$ cat src/rtl/core/lkaq_pkg.sv
// Shared types, codes and ladder constants for the keypad scanner with autorepeat.
package lkaq_pkg;

	// Fixed key slots: right, up, left, down, fire
	localparam int KEY_COUNT   = 5;
	localparam int LADDER_KEYS = 4;
	localparam int SAMPLE_W    = 12;
	localparam int TICK_W      = 32;
	localparam int TIME_W      = 31;
	localparam int HALFW_W     = 8;
	localparam int CODE_W      = 3;
	localparam int KIND_W      = 2;
	localparam int REG_IDX_W   = 3;
	localparam int REG_DATA_W  = 31;

	typedef logic [CODE_W-1:0]   code_t;
	typedef logic [KIND_W-1:0]   kind_t;
	typedef logic [TICK_W-1:0]   tick_t;
	typedef logic [TIME_W-1:0]   span_t;
	typedef logic [SAMPLE_W-1:0] sample_t;

	// Item kinds
	localparam kind_t KIND_SCAN  = 2'd0;
	localparam kind_t KIND_READ  = 2'd1;
	localparam kind_t KIND_FLUSH = 2'd2;

	// Key codes
	localparam code_t CODE_NONE = 3'd0;
	localparam code_t CODE_FIRE = 3'd5;

	// Register indexes
	localparam logic [REG_IDX_W-1:0] REG_ENABLE        = 3'd0;
	localparam logic [REG_IDX_W-1:0] REG_FIRST_DELAY   = 3'd1;
	localparam logic [REG_IDX_W-1:0] REG_REPEAT_PERIOD = 3'd2;
	localparam logic [REG_IDX_W-1:0] REG_RELEASE_HOLD  = 3'd3;
	localparam logic [REG_IDX_W-1:0] REG_WINDOW_HALF   = 3'd4;

	// Register reset values
	localparam span_t             FIRST_DELAY_RST   = 31'd14400000;
	localparam span_t             REPEAT_PERIOD_RST = 31'd4800000;
	localparam span_t             RELEASE_HOLD_RST  = 31'd2400000;
	localparam logic [HALFW_W-1:0] WINDOW_HALF_RST  = 8'd40;

	// Ladder voltages
	localparam sample_t LADDER_N  = 12'd820;
	localparam sample_t LADDER_NE = 12'd1060;
	localparam sample_t LADDER_NW = 12'd2280;
	localparam sample_t LADDER_S  = 12'd1390;
	localparam sample_t LADDER_SE = 12'd1560;
	localparam sample_t LADDER_SW = 12'd2470;
	localparam sample_t LADDER_E  = 12'd370;
	localparam sample_t LADDER_W  = 12'd2040;

	// Three ladder voltages that read each direction key as pressed
	localparam sample_t LADDER_CENTERS [LADDER_KEYS][3] = '{
		'{LADDER_E, LADDER_NE, LADDER_SE},	// right
		'{LADDER_N, LADDER_NE, LADDER_NW},	// up
		'{LADDER_W, LADDER_NW, LADDER_SW},	// left
		'{LADDER_S, LADDER_SE, LADDER_SW}	// down
	};

endpackage

$ cat src/rtl/core/ladder_keypad_autorepeat_queue.sv
// Top level: ladder keypad scanner with autorepeat and a key-code ring queue.
//
// Items enter on in_valid/in_ready with kind, pad_sample, fire_level and
// now_ticks. If enabled, kind scan decodes the ladder sample and fire pin
// into five keys, queues codes for new presses and repeats, tracks release hold.
// kind read pops one code (0 when the queue is empty); kind flush empties it.
// Every item gives exactly one result on out_valid/out_ready: key_code and
// any_held (any key marked held after that item).
//
// An accepted item is captured in the input register, decoded from there,
// and its result is loaded into the output register, where out_valid
// rises. Throughput is one item per cycle while the receiver takes each
// result; the five key slots are evaluated side by side and the queue takes
// up to five pushes per cycle, so nothing iterates.
//
// When the receiver stalls, the result holds in the output register and the
// input register still takes one more item; in_ready then drops until the
// result is taken. Reset clears the held map, the queue pointers, the
// registers to their defaults and both valids. The user writes registers
// on wr_en only while the block is idle; the block does not enforce it.
module ladder_keypad_autorepeat_queue
	import lkaq_pkg::*;
#(
	parameter int QUEUE_DEPTH = 16
) (
	input  logic                  clk,
	input  logic                  arst_n,
	// register write port
	input  logic                  wr_en,
	input  logic [REG_IDX_W-1:0]  wr_index,
	input  logic [REG_DATA_W-1:0] wr_data,
	// input items
	input  logic                  in_valid,
	output logic                  in_ready,
	input  logic [KIND_W-1:0]     kind,
	input  logic [SAMPLE_W-1:0]   pad_sample,
	input  logic                  fire_level,
	input  logic [TICK_W-1:0]     now_ticks,
	// result items
	output logic                  out_valid,
	input  logic                  out_ready,
	output logic [CODE_W-1:0]     key_code,
	output logic                  any_held
);

	localparam int QW = (QUEUE_DEPTH > 1) ? $clog2(QUEUE_DEPTH) : 1;
	localparam logic [QW-1:0] LAST_SLOT = QW'(QUEUE_DEPTH - 1);

	// configuration registers
	logic                enable_q;
	span_t               first_delay_q;
	span_t               repeat_period_q;
	span_t               release_hold_q;
	logic [HALFW_W-1:0]  window_half_q;

	// input stage
	logic    valid_s1;
	kind_t   kind_s1;
	sample_t sample_s1;
	logic    fire_s1;
	tick_t   now_s1;

	// key and queue state
	logic [KEY_COUNT-1:0] held_q;
	tick_t                base_q [KEY_COUNT];
	tick_t                seen_q [KEY_COUNT];
	code_t                queue_q [QUEUE_DEPTH];
	logic [QW-1:0]        head_q;
	logic [QW-1:0]        tail_q;

	// result register
	logic  out_valid_q;
	code_t key_code_q;
	logic  any_held_q;

	// next-state values
	logic [KEY_COUNT-1:0] key_down;
	logic [KEY_COUNT-1:0] held_d;
	tick_t                base_d [KEY_COUNT];
	tick_t                seen_d [KEY_COUNT];
	code_t                queue_d [QUEUE_DEPTH];
	logic [QW-1:0]        head_d;
	logic [QW-1:0]        tail_d;
	code_t                code_d;

	logic advance;

	assign advance  = valid_s1 && (!out_valid_q || out_ready);
	assign in_ready = !valid_s1 || advance;

	// wrap-safe signed elapsed test: (int32)(a - b) >= limit
	function automatic logic elapsed(tick_t a, tick_t b, span_t limit);
		tick_t d;
		d = a - b;
		return !d[TICK_W-1] && (d[TIME_W-1:0] >= limit);
	endfunction

	// next slot in the ring
	function automatic logic [QW-1:0] ring_next(logic [QW-1:0] p);
		return (p == LAST_SLOT) ? '0 : p + 1'b1;
	endfunction

	// register writes
	always_ff @(posedge clk or negedge arst_n) begin
		if (!arst_n) begin
			enable_q        <= 1'b0;
			first_delay_q   <= FIRST_DELAY_RST;
			repeat_period_q <= REPEAT_PERIOD_RST;
			release_hold_q  <= RELEASE_HOLD_RST;
			window_half_q   <= WINDOW_HALF_RST;
		end else if (wr_en) begin
			case (wr_index)
				REG_ENABLE:        enable_q        <= wr_data[0];
				REG_FIRST_DELAY:   first_delay_q   <= wr_data;
				REG_REPEAT_PERIOD: repeat_period_q <= wr_data;
				REG_RELEASE_HOLD:  release_hold_q  <= wr_data;
				REG_WINDOW_HALF:   window_half_q   <= wr_data[HALFW_W-1:0];
				default: ;
			endcase
		end
	end

	// input register
	always_ff @(posedge clk or negedge arst_n) begin
		if (!arst_n) begin
			valid_s1 <= 1'b0;
		end else if (in_ready) begin
			valid_s1 <= in_valid;
		end
	end

	always_ff @(posedge clk) begin
		if (in_valid && in_ready) begin
			kind_s1   <= kind;
			sample_s1 <= pad_sample;
			fire_s1   <= fire_level;
			now_s1    <= now_ticks;
		end
	end

	// ladder decode: strict windows c-w < v < c+w
	always_comb begin
		logic [SAMPLE_W:0] v;
		logic [SAMPLE_W:0] lo;
		logic [SAMPLE_W:0] hi;
		v = {1'b0, sample_s1};
		for (int k = 0; k < LADDER_KEYS; k++) begin
			key_down[k] = 1'b0;
			for (int j = 0; j < 3; j++) begin
				lo = {1'b0, LADDER_CENTERS[k][j]} - (SAMPLE_W+1)'(window_half_q);
				hi = {1'b0, LADDER_CENTERS[k][j]} + (SAMPLE_W+1)'(window_half_q);
				if (v > lo && v < hi) key_down[k] = 1'b1;
			end
		end
		key_down[KEY_COUNT-1] = !fire_s1;
	end

	// key tracking and queue update, keys in order right..fire
	always_comb begin
		logic          do_scan;
		logic          push;
		logic [QW-1:0] t;
		logic [QW-1:0] nxt;
		do_scan = (kind_s1 == KIND_SCAN) && enable_q;
		held_d  = held_q;
		base_d  = base_q;
		seen_d  = seen_q;
		queue_d = queue_q;
		head_d  = head_q;
		code_d  = CODE_NONE;
		t       = tail_q;
		for (int k = 0; k < KEY_COUNT; k++) begin
			push = 1'b0;
			if (do_scan) begin
				if (key_down[k]) begin
					if (!held_q[k]) begin
						base_d[k] = now_s1 + (TICK_W'(first_delay_q) - TICK_W'(repeat_period_q));
						held_d[k] = 1'b1;
						push      = 1'b1;
					end else if (elapsed(now_s1, base_q[k], repeat_period_q)) begin
						base_d[k] = now_s1;
						push      = 1'b1;
					end
					seen_d[k] = now_s1;
				end else if (held_q[k] && elapsed(now_s1, seen_q[k], release_hold_q)) begin
					held_d[k] = 1'b0;
				end
			end
			// drop the code when the ring is full
			nxt = ring_next(t);
			if (push && nxt != head_q) begin
				queue_d[t] = CODE_W'(k + 1);
				t          = nxt;
			end
		end
		tail_d = t;
		case (kind_s1)
			KIND_READ: begin
				if (head_q != tail_q) begin
					code_d = queue_q[head_q];
					head_d = ring_next(head_q);
				end
			end
			KIND_FLUSH: head_d = tail_q;
			default: ;
		endcase
	end

	// state registers
	always_ff @(posedge clk or negedge arst_n) begin
		if (!arst_n) begin
			held_q <= '0;
			head_q <= '0;
			tail_q <= '0;
		end else if (advance) begin
			held_q <= held_d;
			head_q <= head_d;
			tail_q <= tail_d;
		end
	end

	always_ff @(posedge clk) begin
		if (advance) begin
			base_q  <= base_d;
			seen_q  <= seen_d;
			queue_q <= queue_d;
		end
	end

	// result register
	always_ff @(posedge clk or negedge arst_n) begin
		if (!arst_n) begin
			out_valid_q <= 1'b0;
		end else if (advance) begin
			out_valid_q <= 1'b1;
		end else if (out_ready) begin
			out_valid_q <= 1'b0;
		end
	end

	always_ff @(posedge clk) begin
		if (advance) begin
			key_code_q <= code_d;
			any_held_q <= |held_d;
		end
	end

	assign out_valid = out_valid_q;
	assign key_code  = key_code_q;
	assign any_held  = any_held_q;

	// a delivered code is always a key code or none
	a_code_range: assert property (@(posedge clk) disable iff (!arst_n)
		out_valid_q |-> key_code_q <= CODE_FIRE)
		else $error("key code out of range");

	// only a read item can give a nonzero code
	a_code_only_on_read: assert property (@(posedge clk) disable iff (!arst_n)
		advance && kind_s1 != KIND_READ |=> key_code_q == CODE_NONE)
		else $error("nonzero code on a non-read item");

	// a flush leaves the queue empty
	a_flush_empties: assert property (@(posedge clk) disable iff (!arst_n)
		advance && kind_s1 == KIND_FLUSH |=> head_q == tail_q)
		else $error("queue not empty after flush");

	// any_held follows the held map after each item
	a_any_held: assert property (@(posedge clk) disable iff (!arst_n)
		advance |=> any_held_q == (|held_q))
		else $error("any_held disagrees with held map");

	// an empty input stage always takes an item
	a_ready_when_empty: assert property (@(posedge clk) disable iff (!arst_n)
		!valid_s1 |-> in_ready)
		else $error("input stalled while empty");

endmodule
$ cat config.mk
export PLATFORM = sky130hd
export DESIGN_NAME = ladder_keypad_autorepeat_queue
export DESIGN_NICKNAME = d
export VERILOG_FILES = /design/src/rtl/core/lkaq_pkg.sv /design/src/rtl/core/ladder_keypad_autorepeat_queue.sv
export SDC_FILE = /design/constraint.sdc
export NUM_CORES = 2
export LEC_CHECK = 0
export ABC_AREA = 1
export BUFFER_PORTS_ARGS = -buffer_cell sky130_fd_sc_hd__buf_2
export CAP_MARGIN = 25
export CORE_UTILIZATION = 30
export DETAILED_ROUTE_END_ITERATION = 10
export SKIP_LAST_GASP = 1
export SYNTH_ARGS = -nofsm -noshare
export SYNTH_HDL_FRONTEND = slang
export SYNTH_SLANG_ARGS = --single-unit
$ cat constraint.sdc
create_clock -name clk -period 32.5 [get_ports clk]
set_clock_uncertainty 0.2 [all_clocks]
set_input_delay 1.625 -clock clk [delete_from_list [all_inputs] [get_ports clk]]
set_output_delay 1.625 -clock clk [all_outputs]
set_load 0.01 [all_outputs]
==> results.txt <==
The worst setup path is of the register to register kind. Dividing total power by cell area gives a power density of 64.0 mW/mm^2. The endpoint identified for the worst register-to-register timing path is queue_q[16]. The post-synthesis cell area is 0.0494 mm^2. The post-route minimum period is 14.01 ns. The share of total power in the clock network is 23.9%. In this design, the critical path's most frequently occurring cell is nand2_1.

The clock passes through at most 3 buffers. The number of gates resized after cts came out at 0. The maximum level of the CTS H-tree is 3. The wire length per cell after detailed routing came out at 18.7 um. Once the floorplan was initialized, standard cells occupied 30.3% of the core. The share of the Yosys chip area taken by registers is 31.5%. The maximum clock frequency is 71.4 MHz. Measured against its own limit, the worst slew margin works out to 30.0%. The fraction of synthesis flops using an asynchronous set or reset pin came out at 21.8%. The total negative slack for setup checks came out at 0 ns. The first-pass GRT wire length came out at 242 mm.

In the layout the commonest cells are nand2_1 (1,123), inv_1 (957), ha_1 (804), a21oi_1 (558), o21ai_0 (521). The detailed placement HPWL came out at 119 mm. The die area is 0.166 mm^2. STA classifies the critical path startpoint as a register. The largest individual stage delay along the critical path comes from the cell nand2_2. The summed area of non-filler cells in the final layout is 0.0552 mm^2. The number of DRC markers in iteration 0 is 3,039. Setup repair after global routing left no endpoint under its margin. The number of sinks on the clock net is 536. The path category of the worst min-delay check is register to register. Across the run, the number of max-cap violations was 0.

The proportion of total power due to net switching is 45.1%. VDD sags by at most 0.0454 mV. Measured in cells, the most critical reg-to-reg path has a length of 80.

The number of buffers inserted for hold repair after clock tree synthesis is 0. The number of flops mapped to enable cells by yosys came out at 419. The count of synthesis-stage warnings from yosys is 0. The post-detailed-route count of antenna-violating nets is 0. The internal cell power came out at 1.94 mW.

Once placement completed, the tool counted placed cells totaling 8,301. 92 I/O pins were placed. In the finished design, the share of the clock period the worst path needs comes to 43.1%. Global routing used 18.7% of the available tracks. The worst hold path terminates at release_hold_q[3]. The number of buffers inserted during clock tree synthesis is 72. The number of cell rows came out at 148. The register area came out at 0.0156 mm^2. Setup violations remaining at the end of the flow were counted as 0. The detailed-route vias per instance is 5.04.

The total overflow reported by the global router is 0. The area of the core came out at 0.163 mm^2. The most common library cell in the layout ignoring fill and taps is nand2_1.

The total routed wirelength came out at 158 mm. The area overhead of the layout relative to synthesis is 11.9%. The buffer count from post-CTS setup fixing is 0.

The run finished with clean final reports. The register share of total power came out at 26.6%. The analysis attributes to net switching a power of 1.59 mW.

In the synthesized netlist the dominant register cell turns out to be edfxtp_1. The proportion of power drawn by combinational gates came out at 49.5%. The count of port buffers added during placement is 91. The routability congestion estimate from global placement came out at 0.943.

The transition time of the tightest slew-check pin is 1.05 ns. The startpoint of the worst hold path is release_hold_q[3]. The die is 408 um tall.

The clock transition at the register clock pins on the worst setup and hold paths after CTS came out at 0.06 ns. The finished layout holds 8,436 standard cells, fillers aside. The highest net fanout along the worst path is 52. The leakage power came out at 25.8 nW.

In this design, the stage delay of the slowest critical-path cell is 0.63 ns. The setup slack of the worst register-to-register path came out at 18.49 ns. Clock tree synthesis selected as its root buffer the cell clkbuf_16. The number of global-route vias before repair came to 41.6k. The first-pass iteration count of the detailed router is 6. After synthesis the netlist holds a flip-flop and latch count of 536. The number of antenna violations at the first check in global routing is 5.

The number of hold-slack violations in the final timing report is 0. The largest net degree at the start of global routing is 67. The number of distinct library cells after synthesis is 67. In the final layout, the share of cells above drive strength 1 is 6.50%. The final layout net count came out at 7,131. The die is 408 um wide. The area occupied by multi-input gates is 0.0299 mm^2. The synthesized netlist net count is 6,998.

In the routed design, unresolved DRC markers number 0. The count of vias placed by the detailed router came out at 42.5k. The post-synthesis average cell area came out at 8.14 um^2. STA puts the critical path data required time at 32.81 ns. The cell count after synthesis is 6,067. The endpoint arrival time on the critical path is 14.32 ns. The latest clock arrival within the worst-skew pair is 0.70 ns. The instance area at placement came out at 0.0528 mm^2. The cell depth of the worst hold path came out at 2. In this run the critical register-to-register path is launched from now_s1[0]. TritonCTS built the clock tree. The worst setup path is captured at a register. The number of max-slew violations in the final report came to 0. The number of fill cells in the layout is 16.9k.
critical path, delay by kind of cell, from the launching register on:
| family | cells | cell delay, ns |
|---|---|---|
| adder cells (fa/ha/maj) | 7 | 2.31 |
| flip-flops | 1 | 0.60 |
| AO/OA/AOI/OAI | 10 | 1.66 |
| XOR/XNOR | 3 | 0.40 |
| AND/OR/NAND/NOR | 55 | 7.26 |
| buffers and inverters | 5 | 1.34 |
through the flow:
stage / total power, mW / hold slack, ns / worst slack [ns] / util, %
2_1_floorplan: 2.13 / 0.253 / 21.62 / -
3_3_place_gp: 2.66 / 0.266 / 18.57 / 32.3
3_5_place_dp: 2.69 / 0.273 / 18.53 / 32.3
4_1_cts: 3.55 / 0.288 / 18.46 / 33.9
5_1_grt: 3.80 / 0.307 / 17.02 / 33.9
6_report: 3.53 / 0.283 / 18.49 / 33.9
logic make-up after synthesis:
kind of cell / share of synthesized area (%)
XOR/XNOR: 6.60
buffers and inverters: 8.23
adder cells (fa/ha/maj): 22.0
AND/OR/NAND/NOR: 16.1
AO/OA/AOI/OAI: 15.5
flip-flops: 31.5
power groups by stage:
stage / clock (mW) / combinational (mW) / sequential (mW)
after detailed placement: 0 / 1.74 / 0.952
final: 0.844 / 1.75 / 0.940
after global placement: 0 / 1.70 / 0.951
after CTS: 0.864 / 1.75 / 0.939
after global routing: 0.886 / 1.97 / 0.947
after floorplan: 0 / 1.20 / 0.935
routing by layer:
metal  vias up  share of wire [%]  global-route usage [%]
met5         -             0.0082                       0
met4         2                3.4                    6.12
met2      1075                 47                    32.1
met1     20300                 44                    23.9
li1      20900                  -                       -
met3       241                5.3                    2.56
flip-flops by register name, summed over array words and instances, names as in the netlist, 2 cells and up:
name / flops
base_q: 160
seen_q: 160
queue_q: 48
now_s1: 32
first_delay_q: 31
release_hold_q: 31
repeat_period_q: 31
sample_s1: 12
window_half_q: 8
held_q: 5
head_q: 4
tail_q: 4
key_code: 3
kind_s1: 2
synthesized netlist by cell type, drive strengths merged (3+ instances only):
| cell type | number | share of area, % |
|---|---|---|
| or2 | 8 | 0.10 |
| a31oi | 21 | 0.27 |
| o211a | 3 | 0.061 |
| dfrtp | 88 | 4.5 |
| a2111oi | 6 | 0.11 |
| a221oi | 11 | 0.20 |
| a21boi | 6 | 0.091 |
| nand2 | 1155 | 9.0 |
| xor2 | 276 | 4.9 |
| inv | 963 | 7.3 |
| o31ai | 20 | 0.30 |
| a21oi | 568 | 6.0 |
| ha | 804 | 20 |
| o21bai | 38 | 0.58 |
| dfstp | 29 | 1.5 |
| edfxtp | 419 | 25 |
| clkbuf | 82 | 0.62 |
| a21o | 26 | 0.40 |
| nor4 | 12 | 0.15 |
| nor2 | 320 | 2.5 |
| nand3 | 223 | 2.3 |
| nand3b | 13 | 0.20 |
| o22ai | 16 | 0.20 |
| o21ai | 539 | 5.5 |
| o211ai | 27 | 0.41 |
| clkinv | 6 | 0.046 |
| o221ai | 11 | 0.20 |
| a211oi | 34 | 0.52 |
| o21a | 10 | 0.15 |
| and3 | 3 | 0.038 |
| fa | 41 | 1.7 |
| nand4 | 95 | 1.2 |
| nor3b | 6 | 0.10 |
| buf | 15 | 0.24 |
| xnor2 | 96 | 1.7 |
| a31o | 10 | 0.18 |
| nor3 | 37 | 0.37 |
| o2111ai | 15 | 0.27 |
worst max-delay path by stage:
stage	end	depth (start not counted)	startpoint	slack (ns)
after global routing	queue_q[16]	80	now_s1[0]	17.02
after CTS	queue_q[16]	80	now_s1[0]	18.46
after detailed placement	queue_q[16]	80	now_s1[0]	18.53
after floorplan	queue_q[12]	81	now_s1[1]	21.62
final	queue_q[16]	80	now_s1[0]	18.49
after global placement	queue_q[16]	80	now_s1[0]	18.57
layout make-up:
cell class                 count  area share (%)
antenna                        1         0.00453
clock buffer                  87            3.53
clock inverter                47           0.963
inverter                     969            6.59
multi-input combinational   4465            54.1
sequential                   536            28.2
tap                         2175            4.93
timing repair buffer         156            1.78
Note: power is estimated with default switching activity, not from simulation.
